`config.mk`:
```
export PLATFORM = sky130hd
export DESIGN_NAME = kpi_key_mem
export DESIGN_NICKNAME = d
export VERILOG_FILES = /design/src/sv/kpi_pkg.sv /design/src/sv/kpi_key_mem.sv
export SDC_FILE = /design/constraint.sdc
export NUM_CORES = 2
export LEC_CHECK = 0
export CORE_ASPECT_RATIO = 0.6
export CORE_MARGIN = 2
export CORE_UTILIZATION = 59
export CTS_BUF_LIST = sky130_fd_sc_hd__clkbuf_2
export DETAILED_ROUTE_END_ITERATION = 10
export DONT_BUFFER_PORTS = 1
export GPL_ROUTABILITY_DRIVEN = 0
export PLACE_DENSITY = 0.9
export SYNTH_ARGS = -nofsm -noshare
export SYNTH_HDL_FRONTEND = slang
export SYNTH_SLANG_ARGS = --single-unit
export TNS_END_PERCENT = 5
```
`constraint.sdc`:
```
create_clock -name clk -period 14.24 [get_ports clk]
set_clock_uncertainty 0.05 [all_clocks]
set_input_delay 1.424 -clock clk [delete_from_list [all_inputs] [get_ports clk]]
set_output_delay 1.424 -clock clk [all_outputs]
set_load 0.1 [all_outputs]
```
`src/sv/kpi_pkg.sv`:
```
`timescale 1ns / 1ps
// ----------------------------------------------------------------------------
// kpi_pkg
// shared types, constants and packing helpers for the keyframe pose core
// ----------------------------------------------------------------------------
package kpi_pkg;

    localparam int KPI_MAX_KEYS  = 16;
    localparam int KPI_FRAC_BITS = 16;
    localparam int FRAME_W       = 16;
    localparam int VAL_W         = 32;
    localparam int NUM_VALS      = 5;
    localparam int IDX_W         = 4;
    localparam int CNT_CFG_W     = 5;

    localparam logic CMD_WRITE = 1'b0;
    localparam logic CMD_QUERY = 1'b1;

    typedef logic [NUM_VALS-1:0][VAL_W-1:0] kpi_vals_t;

    typedef struct packed {
        logic [FRAME_W-1:0] frame;
        kpi_vals_t          vals;
    } kpi_entry_t;

    typedef struct packed {
        logic                     cmd;
        logic [IDX_W-1:0]         entry_index;
        logic [FRAME_W-1:0]       frame_number;
        logic signed [VAL_W-1:0]  in_pos_x;
        logic signed [VAL_W-1:0]  in_pos_y;
        logic signed [VAL_W-1:0]  in_pos_z;
        logic signed [VAL_W-1:0]  in_pitch;
        logic signed [VAL_W-1:0]  in_yaw;
    } kpi_req_t;

    typedef struct packed {
        logic signed [VAL_W-1:0]  out_pos_x;
        logic signed [VAL_W-1:0]  out_pos_y;
        logic signed [VAL_W-1:0]  out_pos_z;
        logic signed [VAL_W-1:0]  out_pitch;
        logic signed [VAL_W-1:0]  out_yaw;
        logic                     table_empty;
    } kpi_rsp_t;

    typedef struct packed {
        logic               start;
        logic [FRAME_W-1:0] num;
        logic [FRAME_W-1:0] den;
    } kpi_div_req_t;

    function automatic kpi_entry_t req_to_entry(input kpi_req_t r);
        kpi_entry_t e;
        e.frame   = r.frame_number;
        e.vals[0] = r.in_pos_x;
        e.vals[1] = r.in_pos_y;
        e.vals[2] = r.in_pos_z;
        e.vals[3] = r.in_pitch;
        e.vals[4] = r.in_yaw;
        return e;
    endfunction

    function automatic kpi_rsp_t vals_to_rsp(input kpi_vals_t v, input logic empty);
        kpi_rsp_t r;
        r.out_pos_x   = v[0];
        r.out_pos_y   = v[1];
        r.out_pos_z   = v[2];
        r.out_pitch   = v[3];
        r.out_yaw     = v[4];
        r.table_empty = empty;
        return r;
    endfunction

endpackage

```
`src/sv/kpi_key_mem.sv`:
```
`timescale 1ns / 1ps
// ----------------------------------------------------------------------------
// kpi_key_mem
// keyframe table, one write port and one registered read port
// ----------------------------------------------------------------------------
module kpi_key_mem
    import kpi_pkg::*;
#(
    parameter int DEPTH = KPI_MAX_KEYS
) (
    input  logic                     clk,
    input  logic                     we,
    input  logic [$clog2(DEPTH)-1:0] waddr,
    input  kpi_entry_t               wdata,
    input  logic                     re,
    input  logic [$clog2(DEPTH)-1:0] raddr,
    output kpi_entry_t               rdata
);

    kpi_entry_t mem [DEPTH];
    kpi_entry_t rdata_reg;

    always_ff @(posedge clk)
    begin
        if (we)
        begin
            mem[waddr] <= wdata;
        end
        if (re)
        begin
            rdata_reg <= mem[raddr];
        end
    end

    assign rdata = rdata_reg;

endmodule

```
; Word-level counts from Yosys, hierarchy flattened
; Memory sizes are Yosys's and may differ from the RTL's. A register that Yosys moved wholly into a read port is not among the register bits.
; Cells that the tools add are included.
[classes]
n_mux = 2
[ops]
columns = cell, count
row1 = 2-to-1 mux 1 bit, 2
[word_totals]
reg_bits = 0
ram_bits = 2816
in_bits = 187
output_inout_bits = 176
elab_cells = 3
mem_count = 1
[memory_table]
columns = memory, words, word_bits, read_ports, rd_ports_with_merged_regs, write_ports, line_no
row1 = mem, 16, 176, 1, 1, 1, kpi_key_mem.sv:20  ; kpi_entry_t mem [DEPTH];

; Logic depth before layout (Yosys ltp)
[depth]
depth_word = 2
depth_mapped = 8
mapped_depth_nobuf = 3

; Worst setup path before layout
; No wires, ideal clock.
[synth_timing]
path_kind = input port to flip-flop
start = input waddr[2]
end = memory mem[0][0] in the netlist's numbering, enable pin
setup_ps = 930
arrival_ps = 13795
required_ps = 13260
path_slack_ps = -535
stages = 2
n_path_buf = 0
cell_sequence = or3b_2 -> nor3_1
[synth_lines]
columns = item, line_no
row1 = start: declaration, kpi_key_mem.sv:13  ; input logic [$clog2(DEPTH)-1:0] waddr,
row2 = end: declaration, kpi_key_mem.sv:20
; Straight into the memory's write port.

==> results.ini <==
[outcome]
status = complete, no violations

[die]
die_area_um2 = 191600
io_pins = 363
start_util_pct = 59.26
core_region_area_um2 = 187100
fp.dieW_um = 563.7
die_y_um = 339.8
core.rowCount = 123

[detailed_routing]
wl_mm = 263.7
vias_per_cell = 6.593
drt_iter0_drc = 8133
drtAntennaViolNets = 0
first_pass_iters = 6
drc_errors = 0
wl_per_cell_um = 32.23
vias = 53959

[sta]
hold_viol = 0
setup_slack_ps = 9765
tightest_slew_ps = 1443
setup_viol = 0
fin_crit_sh_pct = 31.42
period_needed_ps = 4475
final-max-slew-violation-count = 0
rsz0062_at_grt = no
relSlewSlack_pct = 3.813
tns_ps = 0
max_freq_mhz = 223.5
hold_ws_ps = 142.0

[clock_network]
clk_pin_slew_worst_paths_ps = 140
htreeDepth = 6
cts_buffer_depth = 4
clock_sinks = 2992
cts_setup_buffers = 0
cts_tree = yes
numCtsBuffers = 639
clk_latency_ps = 1620
root_buffer = clkbuf_2

[pwr]
pwr-share-seq_pct = 63.6
power_frac_comb_pct = 4.9
irDropWorstVdd_mv = 0.06217
power_frac_clock_pct = 31.5
totalPowerFinal_mw = 16.20
power.density_nw_per_um2 = 133.7
switching_share_pct = 25.04
p_int_mw = 12.15
p_sw_mw = 4.057
p_leak_nw = 38.78

[setup_path]
crit_buf_inv = 3
max_stage_delay_ps = 920
critPathRequiredTime_ps = 15450
cp_common_cell = buf_16
crit_start = raddr[0]
slowest_stage = buf_16
cp-start-kind = primary input
path_depth = 6
cp-end-kind = flop
crit_path_max_fanout = 195
reg2reg_setup_slack_ps = 12470
r2r_end = rdata[84]$_DFFE_PP_
cpLargestDelayFamily = buffers and inverters
worst-r2r-cell-count = 3
crit_chain = buf_16 > buf_16 > buf_16 > mux4_2 > a22oi_1 > nand2_1
crit_path_end = rdata[70]$_DFFE_PP_
crit_type = in2reg
arrival_ps = 5690
r2r-start = mem[5][84]$_DFFE_PP_

[synth]
syn_inst = 4601
avgSynthCellArea_um2 = 24.10
yosysTopAreaCellShare_pct = 81.02
synth_fp_nets = 4788
synth_seq_area_share_pct = 81.02
ys_seq_elements = 2992
yosysWarnings = 0
synth_area_um2 = 110900
synth_area_leader_cell = edfxtp_1
netlist_top_cells_area = edfxtp_1, mux4_2, a22oi_1
yosys.cell_types.count = 26

[grt]
grt_pass1_wl_mm = 382.5
grt_antenna_before_repair = 38
grt.total_usage_pct = 27.60
grt-ovfl-total = 0
grt_pass1_vias = 56317
grt_start_max_net_pins = 716

[placement]
place_hpwl_mm = 129.0
numPortBuffers = 0
postPlaceCellArea_um2 = 113600
dp.cells = 6922
place_ws_ps = 9289

[job]
drv_cap = 0

[layout]
drive_above_1_share_pct = 31.75
design_area_um2 = 121200
largest_reg_flops = 2816
layout_common_cells = edfxtp_1, clkbuf_2, mux4_2
finalNetCount = 5435
finalNonFillerCells = 8184
post-route-util_pct = 64.74
final_common_cell = edfxtp_1
area_growth_pct = 9.247

[min_path]
min_path_type = in2reg

## cell families (layout without fill, tap and decap cells)
family | after synthesis | after routing | synth area share (%)
AOI/OAI and AO/OA | 372 | 372 | 2.536
DFF | 2992 | 2992 | 81.02
muxes | 778 | 778 | 14.53
and+or+nand+nor | 215 | 215 | 0.8846
other | 0 | 21 | 0
buffers and inverters | 244 | 1306 | 1.030
## what timing repair did
item	in CTS	in global routing
hold buffers	181	0
endpoints found under the hold margin	3035	0
resized for setup	0	0
## synth_stat cells
| cell type | count |
|---|---|
| o21ai_0 | 20 |
| buf_1 | 22 |
| nor3_1 | 4 |
| o221ai_1 | 29 |
| o22a_1 | 9 |
| nor2b_1 | 35 |
| mux2i_1 | 36 |
| nand2b_1 | 22 |
| edfxtp_1 | 2992 |
| buf_2 | 96 |
| a221oi_1 | 18 |
| clkbuf_1 | 104 |
| and2_1 | 3 |
| or3b_2 | 1 |
| nor2_2 | 1 |
| nand3_1 | 1 |
| mux4_2 | 657 |
| nand3b_1 | 2 |
| mux2_2 | 85 |
| clkbuf_2 | 1 |
| a22oi_1 | 296 |
| nor2_1 | 14 |
| buf_4 | 14 |
| or2_2 | 1 |
| nand2_1 | 131 |
| buf_6 | 7 |
## per-layer routing
layer | global-route usage, % | vias up | part of all wire (%)
li1 | - | 21408 | -
met2 | 42.88 | 4229 | 48
met5 | 0 | - | 0.10
met4 | 8.282 | 44 | 2.5
met3 | 8.291 | 520 | 13
met1 | 38.49 | 27758 | 36
## power by group through the flow
stage / clock, mW / sequential [mW] / combinational (mW)
floorplan: 0 / 10.5 / 0.472
global placement: 0 / 10.5 / 0.515
detailed placement: 0 / 10.5 / 0.536
CTS: 5.16 / 10.3 / 0.714
global route: 5.60 / 10.3 / 0.833
finish: 5.11 / 10.3 / 0.792
## cell type report
cell class | instances | area (um^2)
Multi-Input combinational cell | 1365 | 20060
Timing Repair Buffer | 250 | 2580
Sequential cell | 2992 | 89850
Clock buffer | 907 | 4539
Tap cell | 2500 | 3128
Antenna cell | 21 | 52.55
Clock inverter | 149 | 945.9
Fill cell | 11395 | 65990
## how the worst min path moves through the flow
stage                                 startpoint              endpoint  slack (ps)  cells after the start
after floorplan             mem[14][0]$_DFFE_PP_    rdata[0]$_DFFE_PP_         660                      3
after global placement     mem[15][77]$_DFFE_PP_   rdata[77]$_DFFE_PP_         670                      3
after detailed placement  mem[12][150]$_DFFE_PP_  rdata[150]$_DFFE_PP_         680                      3
after CTS                               raddr[3]   rdata[41]$_DFFE_PP_           1                      2
after global routing                    raddr[3]  rdata[154]$_DFFE_PP_          30                      2
final                                   raddr[3]  rdata[151]$_DFFE_PP_         140                      2
Note: power is estimated with default switching activity, not from simulation.
