$ cat src/sv/kpi_pkg.sv
`timescale 1ns / 1ps
// ----------------------------------------------------------------------------
// kpi_pkg
// shared types, constants and packing helpers for the keyframe pose core
// ----------------------------------------------------------------------------
package kpi_pkg;

    localparam int KPI_MAX_KEYS  = 16;
    localparam int KPI_FRAC_BITS = 16;
    localparam int FRAME_W       = 16;
    localparam int VAL_W         = 32;
    localparam int NUM_VALS      = 5;
    localparam int IDX_W         = 4;
    localparam int CNT_CFG_W     = 5;

    localparam logic CMD_WRITE = 1'b0;
    localparam logic CMD_QUERY = 1'b1;

    typedef logic [NUM_VALS-1:0][VAL_W-1:0] kpi_vals_t;

    typedef struct packed {
        logic [FRAME_W-1:0] frame;
        kpi_vals_t          vals;
    } kpi_entry_t;

    typedef struct packed {
        logic                     cmd;
        logic [IDX_W-1:0]         entry_index;
        logic [FRAME_W-1:0]       frame_number;
        logic signed [VAL_W-1:0]  in_pos_x;
        logic signed [VAL_W-1:0]  in_pos_y;
        logic signed [VAL_W-1:0]  in_pos_z;
        logic signed [VAL_W-1:0]  in_pitch;
        logic signed [VAL_W-1:0]  in_yaw;
    } kpi_req_t;

    typedef struct packed {
        logic signed [VAL_W-1:0]  out_pos_x;
        logic signed [VAL_W-1:0]  out_pos_y;
        logic signed [VAL_W-1:0]  out_pos_z;
        logic signed [VAL_W-1:0]  out_pitch;
        logic signed [VAL_W-1:0]  out_yaw;
        logic                     table_empty;
    } kpi_rsp_t;

    typedef struct packed {
        logic               start;
        logic [FRAME_W-1:0] num;
        logic [FRAME_W-1:0] den;
    } kpi_div_req_t;

    function automatic kpi_entry_t req_to_entry(input kpi_req_t r);
        kpi_entry_t e;
        e.frame   = r.frame_number;
        e.vals[0] = r.in_pos_x;
        e.vals[1] = r.in_pos_y;
        e.vals[2] = r.in_pos_z;
        e.vals[3] = r.in_pitch;
        e.vals[4] = r.in_yaw;
        return e;
    endfunction

    function automatic kpi_rsp_t vals_to_rsp(input kpi_vals_t v, input logic empty);
        kpi_rsp_t r;
        r.out_pos_x   = v[0];
        r.out_pos_y   = v[1];
        r.out_pos_z   = v[2];
        r.out_pitch   = v[3];
        r.out_yaw     = v[4];
        r.table_empty = empty;
        return r;
    endfunction

endpackage

$ cat src/sv/kpi_div.sv
`timescale 1ns / 1ps
// ----------------------------------------------------------------------------
// kpi_div
// restoring divider, one quotient bit per cycle, gives (num << frac) / den
// ----------------------------------------------------------------------------
module kpi_div
    import kpi_pkg::*;
#(
    parameter int FRAC_BITS = KPI_FRAC_BITS
) (
    input  logic               clk,
    input  logic               rst_n,
    input  kpi_div_req_t       req,
    output logic               done,
    output logic [FRAC_BITS:0] quot
);

    localparam int CNT_W = $clog2(FRAC_BITS + 2);

    logic [FRAME_W:0]     rem_reg, rem_next;
    logic [FRAME_W-1:0]   den_reg;
    logic [FRAC_BITS:0]   quot_reg, quot_next;
    logic [CNT_W-1:0]     cnt_reg;
    logic                 run_reg;
    logic                 done_reg;
    logic [FRAME_W+1:0]   trial;
    logic                 fits;
    logic [FRAME_W:0]     rem_kept;

    // trial subtract, keep the difference when it does not borrow
    always_comb
    begin
        trial     = {1'b0, rem_reg} - {2'b00, den_reg};
        fits      = ~trial[FRAME_W+1];
        rem_kept  = fits ? trial[FRAME_W:0] : rem_reg;
        rem_next  = {rem_kept[FRAME_W-1:0], 1'b0};
        quot_next = {quot_reg[FRAC_BITS-1:0], fits};
    end

    always_ff @(posedge clk or negedge rst_n)
    begin
        if (!rst_n)
        begin
            run_reg  <= 1'b0;
            done_reg <= 1'b0;
            cnt_reg  <= '0;
        end
        else
        begin
            done_reg <= 1'b0;
            if (req.start)
            begin
                run_reg <= 1'b1;
                cnt_reg <= CNT_W'(FRAC_BITS + 1);
            end
            else if (run_reg)
            begin
                cnt_reg <= cnt_reg - CNT_W'(1);
                if (cnt_reg == CNT_W'(1))
                begin
                    run_reg  <= 1'b0;
                    done_reg <= 1'b1;
                end
            end
        end
    end

    always_ff @(posedge clk)
    begin
        if (req.start)
        begin
            rem_reg <= {1'b0, req.num};
            den_reg <= req.den;
        end
        else if (run_reg)
        begin
            rem_reg  <= rem_next;
            quot_reg <= quot_next;
        end
    end

    assign done = done_reg;
    assign quot = quot_reg;

endmodule

$ cat config.mk
export PLATFORM = sky130hd
export DESIGN_NAME = kpi_div
export DESIGN_NICKNAME = d
export VERILOG_FILES = /design/src/sv/kpi_pkg.sv /design/src/sv/kpi_div.sv
export SDC_FILE = /design/constraint.sdc
export NUM_CORES = 1
export LEC_CHECK = 0
export ABC_CLOCK_PERIOD_IN_PS = 3200
export BUFFER_PORTS_ARGS = -buffer_cell sky130_fd_sc_hd__buf_2
export CAP_MARGIN = 20
export CORE_MARGIN = 8
export CORE_UTILIZATION = 40
export DETAILED_ROUTE_END_ITERATION = 8
export PLACE_DENSITY = 0.69
export SLEW_MARGIN = 25
export SYNTH_ARGS = -nofsm -noshare
export SYNTH_HDL_FRONTEND = slang
export SYNTH_SLANG_ARGS = --single-unit
$ cat constraint.sdc
create_clock -name clk -period 3.2 [get_ports clk]
set_input_delay 0.64 -clock clk [delete_from_list [all_inputs] [get_ports clk]]
set_output_delay 0.64 -clock clk [all_outputs]
set_load 0.005 [all_outputs]
== After elaboration in Yosys (flattened, before gate mapping) ==
Index checks and enable logic that the tools add are counted.
Storage, ports and cells
  input port bits: 35
  register bits: 57
  word-level logic and storage cells: 25
Cells by class
  $add $sub $neg: 2
  equality and inequality tests: 1
  reductions and logical operators: 2
  multiplexer cells: 11
  bitwise gates (word level): 2
Operator list (number)
  $mux 16: 3
  $sub 17x16->18: 1
  $mux 5: 2
  $mux 1: 6
  $eq 5x1->1 const B: 1
  $sub 5x1->5 const B: 1
  $not 1->1: 2
  $reduce_and 2->1: 1
  $reduce_bool 2->1: 1

== Longest topological paths before layout ==
  depth after elaboration: 4
  depth in mapped cells: 11
  depth with buffers taken out: 10

== Worst setup path before layout ==
OpenSTA, ideal clock, no wires.
  kind: register to register
  start point: register rem_reg[0]
  end point: register rem_reg[15] (data pin)
  setup slack: 0.956 ns
  setup time: 0.265 ns
  data arrival time: 1.978 ns
  cell stages (with the launch flop): 11
  path buffers: 0
  required time: 2.935 ns
  cell sequence: edfxtp_1 inv_1 ha_1 inv_1 fa_1 a211oi_1 o21ai_1 a211oi_1 nor3_1 xnor2_1 o31ai_2
Between the ends
  longest elaborated chain between the ends: 4
Ends and longest elaborated chain
  start: declaration: RTL line kpi_div.sv:20  | logic [FRAME_W:0] rem_reg, rem_next;
  start signal: assignment: RTL line kpi_div.sv:72  | rem_reg <= {1'b0, req.num};
  start signal: assignment: RTL line kpi_div.sv:77  | rem_reg <= rem_next;
  $sub 17x16->18: RTL line kpi_div.sv:33  | trial = {1'b0, rem_reg} - {2'b00, den_reg};
  $mux 16: RTL line kpi_div.sv:35  | rem_kept = fits ? trial[FRAME_W:0] : rem_reg;
  $mux 16: RTL line kpi_div.sv:75  | else if (run_reg)
  $mux 16: RTL line kpi_div.sv:70  | if (req.start)
Every way passes these cells. The select of a mux whose other input is x is not followed.
A chain may end at the register's enable or synchronous reset.

== Worst setup path after layout ==
  start point: register rem_reg[1]
  end point: register rem_reg[4] (data pin)
Same word-level chain as after synthesis.

==> results.json <==
{
  "clk_path_buf_depth": 2,
  "wl_per_cell_um": 16.30,
  "antenna_found_initial": 0,
  "htreeDepth": 3,
  "rr_startpoint": "rem_reg[1]$_DFFE_PP_",
  "worst_slew_pin_slew_ns": 0.6591,
  "synth_area_per_cell_um2": 11.87,
  "drive_above_1_share": 0.2908,
  "viasPerCell": 5.324,
  "detail-route-antenna-nets": 0,
  "cp.depth": 7,
  "die_y_um": 106.3,
  "synth_seq_cells": 57,
  "fin_hold_ws_ns": 0.1059,
  "reg2reg_depth": 7,
  "maxCapViolations": 0,
  "ys.flop_type": "edfxtp_1",
  "drt-pass1-iter-count": 4,
  "regToRegSetupSlack_ns": 0.59,
  "cts_resized": 0,
  "irDropWorstVdd_mv": 0.3752,
  "cp.required_ns": 3.28,
  "dpl.hpwl_mm": 5.358,
  "nFillCells": 767,
  "antenna_cells": 0,
  "yosys.area_share.simple": 0.1269,
  "crit_type": "reg2reg",
  "synth_edf_count": 49,
  "numClockSinks": 57,
  "drv_slew": 0,
  "rsz0062_at_grt": "no",
  "cts-root-buf": "clkbuf_8",
  "start_kind": "flop",
  "status": "completed",
  "synth_nets": 329,
  "gp_congestion": 0.8987,
  "cp-startpoint": "rem_reg[1]$_DFFE_PP_",
  "synth.cell_area_um2": 3263,
  "r2r-end": "rem_reg[4]$_DFFE_PP_",
  "grt_pass1_wl_mm": 11.92,
  "p_switching_w": 0.001415,
  "start_util": 0.4053,
  "synth.distinct_cells": 58,
  "finalClockSkew_ns": 0.009694,
  "io_pins": 53,
  "synth_compound_area_frac": 0.1936,
  "cp_slowest_cell": "edfxtp_1",
  "grt.total_usage": 0.1342,
  "endpoint": "rem_reg[4]$_DFFE_PP_",
  "clock_latency_ns": 0.36,
  "final_util": 0.4782,
  "worst-endpoint-arrival_ns": 2.69,
  "synth_mux_area_frac": 0,
  "switching_share": 0.3910,
  "drt-total-wl_mm": 7.206,
  "synth_top_family_by_area": "compound AO/OA/AOI/OAI gates",
  "grt-ovfl-total": 0,
  "cts.hold.buffers_added": 0,
  "power_w": 0.003620,
  "crit_path_max_incr_delay_ns": 0.45,
  "cp_top_family": "compound AO/OA/AOI/OAI gates",
  "cp-end-kind": "flop",
  "synth-xor-area-share": 0.04563,
  "die_x_um": 106.3,
  "setup_tns_ns": 0,
  "syn_inst": 275,
  "cts_tree": "done",
  "die_area_um2": 11300,
  "final_net_count": 386,
  "power_frac_comb": 0.464,
  "row_count": 33,
  "max_slew_margin": 0.5601,
  "hold_violations": 0,
  "seq_power_share": 0.325,
  "leakagePower_nw": 1.576,
  "critPathBufInv": 0,
  "core_area_um2": 8051,
  "internal_power_w": 0.002205,
  "post-route-period-util": 0.8151,
  "cts.reportedPaths.clkPinSlew_ns": 0.07,
  "powerDensity_nw_per_um2": 940.4,
  "area_delta_synth_final_pct": 17.98,
  "cp_max_fo": 11,
  "detail_route.drc_violations": 0,
  "grt_pass1_vias": 2416,
  "drt-initial-drc-count": 99,
  "clock.fmax_ghz": 0.3834,
  "min_period_ns": 2.608,
  "num_vias": 2353,
  "post_cts_buffers": 0,
  "setup_viol": 0,
  "port-buffer-count": 52,
  "ys_warn_count": 0,
  "cts_buffers": 9,
  "grt_start_max_net_pins": 30,
  "power_frac_clock": 0.211,
  "synthAdderAreaFrac": 0.07515,
  "synth-seq-area-share": 0.5107,
  "hp-class": "in2async",
  "async_flop_share": 0.1228,
  "crit_chain": "ha_1, nor2b_1, o2111ai_1, a21oi_4, o211a_4, nor2_4, o311ai_1"
}
through the flow:
| stage | instance area (µm²) | std cells | setup slack (ns) |
|---|---|---|---|
| 6_report | 3850 | 442 | 0.5917 |
| 4_1_cts | 3850 | 442 | 0.6063 |
| 3_3_place_gp | 3625 | 426 | 0.7289 |
| 2_1_floorplan | 3263 | 275 | 0.9565 |
| 5_1_grt | 3850 | 442 | 0.4653 |
| 3_5_place_dp | 3625 | 426 | 0.6214 |
placed cells by master (no fill, tap or decap), types with 3 or more instances in the layout:
master,netlist,layout
nand4b_1,7,7
nor2b_1,4,4
o31ai_2,3,3
nand2_1,18,18
a21oi_1,14,14
buf_2,2,52
inv_1,22,22
and2_1,3,3
o211ai_1,4,4
a211oi_1,5,5
xnor2_1,11,11
nor3_1,5,5
clkbuf_8,0,9
o311ai_2,6,6
ha_1,18,18
dfrtp_1,7,7
buf_4,0,5
o21ai_1,3,3
edfxtp_1,49,49
a21o_1,6,6
nand2b_1,9,9
xor2_1,6,6
a211o_1,3,3
o21ai_0,7,7
nor2_1,13,13
worst reg2reg max path, delay by kind of cell, from the launching register on:
kind                       cells  cell delay, ns
DFF                            1            0.45
and+or+nand+nor                2            0.54
adders and majority gates      1            0.31
AOI/OAI and AO/OA              4            1.04
cells by family after synthesis:
family                     after synthesis
DFF                                     57
adders and majority gates               19
and+or+nand+nor                         73
AOI/OAI and AO/OA                       75
xor gates and xnor gates                17
buffers and inverters                   34
cell usage after synthesis (2+ instances only):
cell / n / area (µm²)
ha_1: 18 / 225.2
nand2_1: 18 / 67.56
o221ai_2: 2 / 30.03
and2_1: 3 / 18.77
nor3_1: 5 / 25.02
nand2b_1: 9 / 56.30
a21oi_1: 14 / 70.07
o21ai_1: 3 / 15.01
nor2b_1: 4 / 25.02
inv_1: 22 / 82.58
a211oi_1: 5 / 37.54
edfxtp_1: 49 / 1471
buf_2: 2 / 10.01
nand4b_1: 7 / 61.31
o21ai_0: 7 / 35.03
clkbuf_1: 7 / 26.28
a21oi_2: 2 / 17.52
o211ai_1: 4 / 30.03
nor2_1: 13 / 48.80
a41oi_1: 2 / 17.52
a32oi_1: 2 / 17.52
nand3_1: 2 / 10.01
xor2_1: 6 / 52.55
and3_1: 2 / 12.51
a21o_1: 6 / 45.04
a31oi_1: 2 / 12.51
dfrtp_1: 7 / 175.2
or2_2: 2 / 12.51
o311ai_2: 6 / 97.59
o21bai_1: 2 / 15.01
xnor2_1: 11 / 96.34
a211o_1: 3 / 26.28
o31ai_2: 3 / 37.54
worst min path at each step:
stage | cells past startpoint | to
6_report | 1 | cnt_reg[2]$_DFFE_PN0P_
5_1_grt | 1 | done$_DFF_PN0_
4_1_cts | 1 | done$_DFF_PN0_
3_5_place_dp | 0 | quot[4]$_DFFE_PP_
3_3_place_gp | 0 | quot[16]$_DFFE_PP_
2_1_floorplan | 0 | cnt_reg[0]$_DFFE_PN0P_
layout make-up:
cell class | count | area [µm²] | share of cell area
well taps | 105 | 131.4 | 0.03412
repair buffers | 57 | 297.8 | 0.07735
inverters | 23 | 88.84 | 0.02307
clock buffers | 9 | 123.9 | 0.03217
multi-input cells | 184 | 1440 | 0.3741
flip-flops and latches | 57 | 1667 | 0.4329
clock inverters | 7 | 101.3 | 0.02632
layer usage:
metal,track usage,up-vias,part of all wire
met1,0.1648,1116,0.46
met3,0.05082,13,0.071
met5,0,-,0
met4,0.05829,0,0.020
met2,0.2060,74,0.45
li1,-,1150,-
power by group through the flow:
stage	clock, W	sequential, W	combinational, W
after floorplan	0	0.00117	0.00132
after global placement	0	0.00119	0.00163
after detailed placement	0	0.00119	0.00166
after CTS	0.000782	0.00118	0.00167
after global routing	0.000806	0.00120	0.00185
final	0.000764	0.00118	0.00168
(Power assumes the default switching activity.)
