$ cat config.mk
export PLATFORM = sky130hd
export DESIGN_NAME = kpi_lerp
export DESIGN_NICKNAME = d
export VERILOG_FILES = /design/src/sv/kpi_pkg.sv /design/src/sv/kpi_lerp.sv
export SDC_FILE = /design/constraint.sdc
export NUM_CORES = 2
export LEC_CHECK = 0
export BUFFER_PORTS_ARGS = -buffer_cell sky130_fd_sc_hd__buf_2
export CORE_MARGIN = 5
export CORE_UTILIZATION = 55
export DETAILED_ROUTE_END_ITERATION = 10
export MAX_ROUTING_LAYER = met4
export PLACE_DENSITY = 0.76
export SYNTH_ARGS = -nofsm -noshare
export SYNTH_HDL_FRONTEND = slang
export SYNTH_SLANG_ARGS = --single-unit
$ cat constraint.sdc
create_clock -name clk -period 14 [get_ports clk]
set_clock_uncertainty 0.1 [all_clocks]
set_input_delay 1.4 -clock clk [delete_from_list [all_inputs] [get_ports clk]]
set_output_delay 1.4 -clock clk [all_outputs]
set_load 0.02 [all_outputs]
$ cat src/sv/kpi_pkg.sv
`timescale 1ns / 1ps
// ----------------------------------------------------------------------------
// kpi_pkg
// shared types, constants and packing helpers for the keyframe pose core
// ----------------------------------------------------------------------------
package kpi_pkg;

    localparam int KPI_MAX_KEYS  = 16;
    localparam int KPI_FRAC_BITS = 16;
    localparam int FRAME_W       = 16;
    localparam int VAL_W         = 32;
    localparam int NUM_VALS      = 5;
    localparam int IDX_W         = 4;
    localparam int CNT_CFG_W     = 5;

    localparam logic CMD_WRITE = 1'b0;
    localparam logic CMD_QUERY = 1'b1;

    typedef logic [NUM_VALS-1:0][VAL_W-1:0] kpi_vals_t;

    typedef struct packed {
        logic [FRAME_W-1:0] frame;
        kpi_vals_t          vals;
    } kpi_entry_t;

    typedef struct packed {
        logic                     cmd;
        logic [IDX_W-1:0]         entry_index;
        logic [FRAME_W-1:0]       frame_number;
        logic signed [VAL_W-1:0]  in_pos_x;
        logic signed [VAL_W-1:0]  in_pos_y;
        logic signed [VAL_W-1:0]  in_pos_z;
        logic signed [VAL_W-1:0]  in_pitch;
        logic signed [VAL_W-1:0]  in_yaw;
    } kpi_req_t;

    typedef struct packed {
        logic signed [VAL_W-1:0]  out_pos_x;
        logic signed [VAL_W-1:0]  out_pos_y;
        logic signed [VAL_W-1:0]  out_pos_z;
        logic signed [VAL_W-1:0]  out_pitch;
        logic signed [VAL_W-1:0]  out_yaw;
        logic                     table_empty;
    } kpi_rsp_t;

    typedef struct packed {
        logic               start;
        logic [FRAME_W-1:0] num;
        logic [FRAME_W-1:0] den;
    } kpi_div_req_t;

    function automatic kpi_entry_t req_to_entry(input kpi_req_t r);
        kpi_entry_t e;
        e.frame   = r.frame_number;
        e.vals[0] = r.in_pos_x;
        e.vals[1] = r.in_pos_y;
        e.vals[2] = r.in_pos_z;
        e.vals[3] = r.in_pitch;
        e.vals[4] = r.in_yaw;
        return e;
    endfunction

    function automatic kpi_rsp_t vals_to_rsp(input kpi_vals_t v, input logic empty);
        kpi_rsp_t r;
        r.out_pos_x   = v[0];
        r.out_pos_y   = v[1];
        r.out_pos_z   = v[2];
        r.out_pitch   = v[3];
        r.out_yaw     = v[4];
        r.table_empty = empty;
        return r;
    endfunction

endpackage

$ cat src/sv/kpi_lerp.sv
`timescale 1ns / 1ps
// ----------------------------------------------------------------------------
// kpi_lerp
// three-stage subtract, multiply, shift-add pipe shared by the five offsets
// ----------------------------------------------------------------------------
module kpi_lerp
    import kpi_pkg::*;
#(
    parameter int FRAC_BITS = KPI_FRAC_BITS
) (
    input  logic               clk,
    input  logic               rst_n,
    input  logic               start,
    input  kpi_vals_t          a,
    input  kpi_vals_t          b,
    input  logic [FRAC_BITS:0] t,
    output logic               done,
    output kpi_vals_t          result
);

    localparam int STEP_W = $clog2(NUM_VALS + 2);
    localparam int SEL_W  = $clog2(NUM_VALS);
    localparam int PROD_W = VAL_W + FRAC_BITS + 3;

    logic [STEP_W-1:0]        step_reg;
    logic                     run_reg;
    logic                     done_reg;
    logic                     s1_en, s2_en, s3_en;
    logic [SEL_W-1:0]         k1, k3;
    logic signed [VAL_W:0]    diff_reg;
    logic signed [PROD_W-1:0] prod_reg;
    logic signed [PROD_W-1:0] shifted;
    kpi_vals_t                res_reg;

    always_comb
    begin
        s1_en   = run_reg && (step_reg < STEP_W'(NUM_VALS));
        s2_en   = run_reg && (step_reg >= STEP_W'(1)) && (step_reg <= STEP_W'(NUM_VALS));
        s3_en   = run_reg && (step_reg >= STEP_W'(2));
        k1      = SEL_W'(step_reg);
        k3      = SEL_W'(step_reg - STEP_W'(2));
        shifted = prod_reg >>> FRAC_BITS;
    end

    always_ff @(posedge clk or negedge rst_n)
    begin
        if (!rst_n)
        begin
            run_reg  <= 1'b0;
            done_reg <= 1'b0;
            step_reg <= '0;
        end
        else
        begin
            done_reg <= 1'b0;
            if (start)
            begin
                run_reg  <= 1'b1;
                step_reg <= '0;
            end
            else if (run_reg)
            begin
                if (step_reg == STEP_W'(NUM_VALS + 1))
                begin
                    run_reg  <= 1'b0;
                    done_reg <= 1'b1;
                end
                else
                begin
                    step_reg <= step_reg + STEP_W'(1);
                end
            end
        end
    end

    always_ff @(posedge clk)
    begin
        if (s1_en)
        begin
            diff_reg <= $signed({b[k1][VAL_W-1], b[k1]}) - $signed({a[k1][VAL_W-1], a[k1]});
        end
        if (s2_en)
        begin
            prod_reg <= diff_reg * $signed({1'b0, t});
        end
        if (s3_en)
        begin
            res_reg[k3] <= a[k3] + shifted[VAL_W-1:0];
        end
    end

    assign done   = done_reg;
    assign result = res_reg;

endmodule

* Yosys cells after proc, flatten, opt, wreduce, memory -nomap -nowiden *
Index checks and enable logic that the tools add are counted.

word-level totals
  input port bits = 340
  flip-flop bits (word level) = 246
  logic and storage cells = 49
  output and inout bits = 161

operators by class
  eq/ne operators = 2
  order comparisons = 7
  muxes and demuxes = 18
  reductions and logical operators = 7
  multiply operators = 1
  add/sub/neg operators = 4

operators by type and width
  operator                                                            number
  binary-select mux 32 bit (select 3 bit)                             3
  bitwise mux 160 bit                                                 1
  2-to-1 mux 32 bit                                                   4
  demux 32 bit (select 3 bit)                                         1
  multiplier 33 x 18 -> 48 bit                                        1
  subtractor 32 x 32 -> 33 bit                                        1
  adder 32 bit                                                        1
  2-to-1 mux 3 bit                                                    3
  < comparator 3 x 4 -> 1 bit (second input constant)                 2
  greater-or-equal comparator 3 x 1 -> 1 bit (second input constant)  2
  2-to-1 mux 1 bit                                                    6
  logical AND 1 bit                                                   5
  adder 3 x 1 -> 3 bit (second input constant)                        1
  equality test 3 bit (second input constant)                         1
  greater-or-equal comparator 3 x 2 -> 1 bit (second input constant)  1
  <= comparator 3 bit (second input constant)                         1
  < comparator 3 bit (second input constant)                          1
  subtractor 3 x 2 -> 3 bit (second input constant)                   1
  inequality test 2 bit (second input constant)                       1
  AND reduction 2 bit                                                 1
  nonzero test 2 bit                                                  1

* Depth between registers and ports, before layout *
  depth after elaboration = 6
  gate-level depth with buffers = 25
  gate-level depth less buffers = 23

* Least setup slack after synthesis *
Ideal clock, no wire load.

  path kind = input port to flip-flop
  start point = input port t[11]
  end point = register prod_reg[46] (data pin)
  arrival time = 7,065 ps
  data required time = 13,642 ps
  setup time = 258 ps
  buffers on the path = 2
  slack = 6,578 ps
  stages = 24
  path through = clkbuf_1 clkbuf_1 nand2_1 fa_1 inv_1 fa_1 inv_1 fa_1 inv_1 fa_1 fa_1 inv_1 fa_1 inv_1 ha_1 and3_1 nand3_1 or3_1 a31o_2 a31oi_1 a21boi_1 o21ai_0 a21oi_1 xnor2_1

between the ends
  word-level cells in the longest chain between the ends = 1

ends and longest elaborated chain
  item                          line            RTL
  from (decl)                   kpi_lerp.sv:16  input logic [FRAC_BITS:0] t,
  multiplier 33 x 18 -> 48 bit  kpi_lerp.sv:84  prod_reg <= diff_reg * $signed({1'b0, t});
  to (signal assigned)          kpi_lerp.sv:84
  to (decl)                     kpi_lerp.sv:31  logic signed [PROD_W-1:0] prod_reg;

No other way between the ends.
A chain may end at the register's enable or synchronous reset.

* Final worst setup path *
  start point = input port t[9]
  end point = register prod_reg[46] (data pin)

The elaborated chain is that of the path after synthesis.

==> flow_summary.json <==
{
  "run_status": "finished clean",
  "r2r.worst_path.cells": 21,
  "initial_utilization_pct": 55.3,
  "synthesis.nets": 4304,
  "hold_viol": 0,
  "core_area_um2": 57500,
  "grt_pass1_wl_um": 149000,
  "reg2reg_to": "prod_reg[46]$_DFFE_PP_",
  "drt_pass1_iterations": 6,
  "path_buf_inv": 4,
  "die_h_um": 250,
  "critPathLaunchType": "input pin",
  "topRoutingLayerUsed": "met4",
  "sequential_element_share_of_the_synthesized_area_pct": 21.6,
  "crit_arrival_ns": 8.31,
  "postSynth.asyncResetShare_pct": 2.17,
  "min-delay-path-class": "reg2reg",
  "post-cts-setup-buffers": 0,
  "ys_seq_elements": 230,
  "fin_util_pct": 61.8,
  "met1Wirelength_um": 37400,
  "layout-area-overhead-vs-synth_pct": 11.8,
  "critPathTopFamily": "adder cells",
  "hpwl_um": 76000,
  "setup_viol": 0,
  "post_drt_wl_per_cell_um": 21.5,
  "final_net_count": 4696,
  "port-buffer-count": 500,
  "cts_hold_buf": 0,
  "yosys_most_used_dff": "sky130_fd_sc_hd__edfxtp_1",
  "crit_path_class": "in2reg",
  "clk-insertion-delay-late_ns": 0.52,
  "synth-adder-area-share_pct": 39.7,
  "fin_area_um2": 35500,
  "maximum_count_of_clock_buffers_along_a_single_path": 3,
  "yosys.area_share.simple_pct": 14.0,
  "cp_slowest_stage_delay_ns": 0.61,
  "post_route_cells_drive_above_1_share_pct": 15.8,
  "postSynthCellCount": 3266,
  "min_to": "k1[2]$_DFFE_PN0P_",
  "detail_route.wirelength_um": 95500,
  "fp-row-count": 88,
  "synth_compound_gate_area_share_pct": 8.71,
  "initial_antenna_violation_count": 6,
  "met3RoutedLength_um": 7350,
  "rr_startpoint": "diff_reg[15]$_DFFE_PP_",
  "cts.sink_count": 230,
  "final-instance-count-excl-fill": 4444,
  "worst-r2r-setup-slack_ns": 6.51,
  "cts.clk_slew.worst_paths_ns": 0.07,
  "timing.critical_path.to_type": "flip-flop",
  "grt_pass1_vias": 26000,
  "drv.max_cap_violation_count": 0,
  "setup_total_negative_slack_ns": 0,
  "floorplan.die_area_um2": 62700,
  "track_usage_pct": 31.2,
  "num_io_pins": 501,
  "cp_common_cell": "sky130_fd_sc_hd__fa_1",
  "remaining_drc_errors": 0,
  "synth_cell_types": 72,
  "timing.max_slew.rel_slack_pct": 11.7,
  "timing.final.crit_period_ns": 8.14,
  "via_per_inst": 5.63,
  "timing.final.crit_share_pct": 58.2,
  "vias": 25000,
  "route.met2.wl_um": 47200,
  "synth_edf_count": 225,
  "worstPathRequired_ns": 14.17,
  "muxShareOfSynthArea_pct": 4.07,
  "yosys.area_share.xor_xnor_pct": 2.76,
  "drt_first_iter_violations": 2284,
  "gp_congestion": 0.981,
  "grt.overflow.total": 0,
  "finalMaxSlewViolations": 0,
  "grt_max_degree": 71,
  "crit_path_cell_trace": "buf_2, nand2_1, fa_1, inv_1, fa_1, inv_1, fa_1, inv_1, fa_1, fa_1, fa_1, ha_1, a21oi_1, o21ai_0, o41ai_1, a2bb2oi_1, a31oi_1, a21boi_1, o21ai_0, a21oi_1, xnor2_1",
  "post_cts_resized": 0,
  "largest_register_ff_count": 160,
  "maxClockFrequency_mhz": 123,
  "cts_root_buf": "sky130_fd_sc_hd__clkbuf_16",
  "cts_tree": "yes",
  "cts_buffers": 21,
  "min_from": "run_reg$_DFF_PN0_",
  "width_of_the_die_um": 250,
  "worstMarginPinSlew_ns": 1.31,
  "post_synth_instance_area_um2": 31800,
  "slowest_stage": "sky130_fd_sc_hd__buf_2",
  "min_delay_path_depth": 2,
  "cts_max_level": 1,
  "dpl.cell_count": 4400,
  "yosys_warnings": 0,
  "detailed_place.area_um2": 34900,
  "path_max_fanout": 33,
  "grt_setup_unrepaired": "no",
  "syn-mean-instance-area_um2": 9.73,
  "main_combinational_cell_family_by_area_after_synthesis": "adder cells",
  "drtAntennaViolNets": 0
}
## cell usage in the layout, fill, tap and decap left out, types with 126 or more instances in the layout
cell / instances
sky130_fd_sc_hd__ha_1: 182
sky130_fd_sc_hd__mux2i_1: 126
sky130_fd_sc_hd__edfxtp_1: 225
sky130_fd_sc_hd__buf_2: 500
sky130_fd_sc_hd__inv_1: 624
sky130_fd_sc_hd__a21oi_1: 131
sky130_fd_sc_hd__nor2_1: 135
sky130_fd_sc_hd__and2_1: 311
sky130_fd_sc_hd__nand2_1: 292
sky130_fd_sc_hd__fa_1: 516
## per-layer routing
layer | GRT usage, % | vias up
met1 | 40.3 | 12400
met2 | 52.0 | 1183
met5 | - | -
met4 | 9.14 | 0
met3 | 4.37 | 216
li1 | - | 11200
## stage by stage
| stage | hold slack, ns | setup WS [ns] |
|---|---|---|
| finish | 0.548 | 5.86 |
| detailed placement | 0.528 | 5.48 |
| CTS | 0.539 | 5.95 |
| global placement | 0.524 | 5.67 |
| global route | 0.573 | 5.47 |
| floorplan | 0.477 | 6.58 |
## cell families after synthesis
logic type                 count (synthesis)
and+or+nand+nor                          886
buffers and inverters                    778
adders and majority gates                698
AOI/OAI and AO/OA                        445
DFF                                      230
muxes                                    129
xor gates and xnor gates                 100
## worst register-to-register path, cell delays in order, from the launching register on
cell and delay [ns]:
sky130_fd_sc_hd__edfxtp_1 0.73, sky130_fd_sc_hd__and2_1 0.35, sky130_fd_sc_hd__fa_1 0.53, sky130_fd_sc_hd__inv_1 0.05, sky130_fd_sc_hd__fa_1 0.49, sky130_fd_sc_hd__fa_1 0.52
sky130_fd_sc_hd__inv_1 0.07, sky130_fd_sc_hd__fa_1 0.51, sky130_fd_sc_hd__fa_1 0.49, sky130_fd_sc_hd__inv_1 0.05, sky130_fd_sc_hd__fa_1 0.48, sky130_fd_sc_hd__inv_1 0.04
sky130_fd_sc_hd__ha_1 0.33, sky130_fd_sc_hd__nand2_1 0.07, sky130_fd_sc_hd__o21ai_0 0.12, sky130_fd_sc_hd__o41ai_1 0.44, sky130_fd_sc_hd__a2bb2oi_1 0.55, sky130_fd_sc_hd__a31oi_1 0.24
sky130_fd_sc_hd__a21boi_1 0.47, sky130_fd_sc_hd__o21ai_0 0.26, sky130_fd_sc_hd__a21oi_1 0.27, sky130_fd_sc_hd__xnor2_1 0.09
## synthesized netlist by cell type (4+ instances only)
master | instances | area share [%]
sky130_fd_sc_hd__and3_1 | 42 | 0.83
sky130_fd_sc_hd__clkbuf_1 | 138 | 1.6
sky130_fd_sc_hd__nand4_1 | 11 | 0.22
sky130_fd_sc_hd__edfxtp_1 | 225 | 21
sky130_fd_sc_hd__nand2_1 | 293 | 3.5
sky130_fd_sc_hd__ha_1 | 182 | 7.2
sky130_fd_sc_hd__o22ai_1 | 35 | 0.69
sky130_fd_sc_hd__and2_1 | 314 | 6.2
sky130_fd_sc_hd__a21o_1 | 37 | 0.87
sky130_fd_sc_hd__or3_1 | 5 | 0.098
sky130_fd_sc_hd__nand3_1 | 44 | 0.69
sky130_fd_sc_hd__o21a_1 | 18 | 0.43
sky130_fd_sc_hd__mux2i_1 | 126 | 4.0
sky130_fd_sc_hd__nor2_1 | 136 | 1.6
sky130_fd_sc_hd__inv_1 | 624 | 7.4
sky130_fd_sc_hd__nor3_1 | 9 | 0.14
sky130_fd_sc_hd__nor2b_1 | 5 | 0.098
sky130_fd_sc_hd__a311oi_1 | 4 | 0.11
sky130_fd_sc_hd__o211ai_1 | 7 | 0.17
sky130_fd_sc_hd__and4_1 | 4 | 0.11
sky130_fd_sc_hd__dfrtp_1 | 5 | 0.39
sky130_fd_sc_hd__fa_1 | 516 | 32
sky130_fd_sc_hd__nand2b_1 | 7 | 0.14
sky130_fd_sc_hd__xor2_1 | 25 | 0.69
sky130_fd_sc_hd__a211oi_1 | 13 | 0.31
sky130_fd_sc_hd__o21ai_0 | 123 | 1.9
sky130_fd_sc_hd__a21oi_1 | 133 | 2.1
sky130_fd_sc_hd__a31oi_1 | 12 | 0.24
sky130_fd_sc_hd__buf_1 | 12 | 0.14
sky130_fd_sc_hd__xnor2_1 | 75 | 2.1
sky130_fd_sc_hd__a21boi_0 | 6 | 0.14
sky130_fd_sc_hd__nor4_1 | 4 | 0.079
sky130_fd_sc_hd__o21bai_1 | 9 | 0.21
sky130_fd_sc_hd__a221oi_1 | 4 | 0.11
## area by class of cell
type / instances / area (um^2)
clock inverters: 15 / 118
well taps: 765 / 957
fillers: 4861 / 21900
inverters: 627 / 2350
diodes: 7 / 17.5
clock buffers: 22 / 529
flip-flops and latches: 230 / 6890
multi-input cells: 2258 / 22000
repair buffers: 520 / 2650
## worst max-delay path by stage
stage / start / endpoint / depth (start not counted)
3_5_place_dp: t[9] / prod_reg[46]$_DFFE_PP_ / 21
2_1_floorplan: t[11] / prod_reg[46]$_DFFE_PP_ / 24
5_1_grt: t[9] / prod_reg[46]$_DFFE_PP_ / 23
6_report: t[9] / prod_reg[46]$_DFFE_PP_ / 21
3_3_place_gp: t[9] / prod_reg[46]$_DFFE_PP_ / 23
4_1_cts: t[9] / prod_reg[46]$_DFFE_PP_ / 21
Power is not shown: default switching activity piles up to over one toggle a cycle in this logic, so the estimate is an artifact.
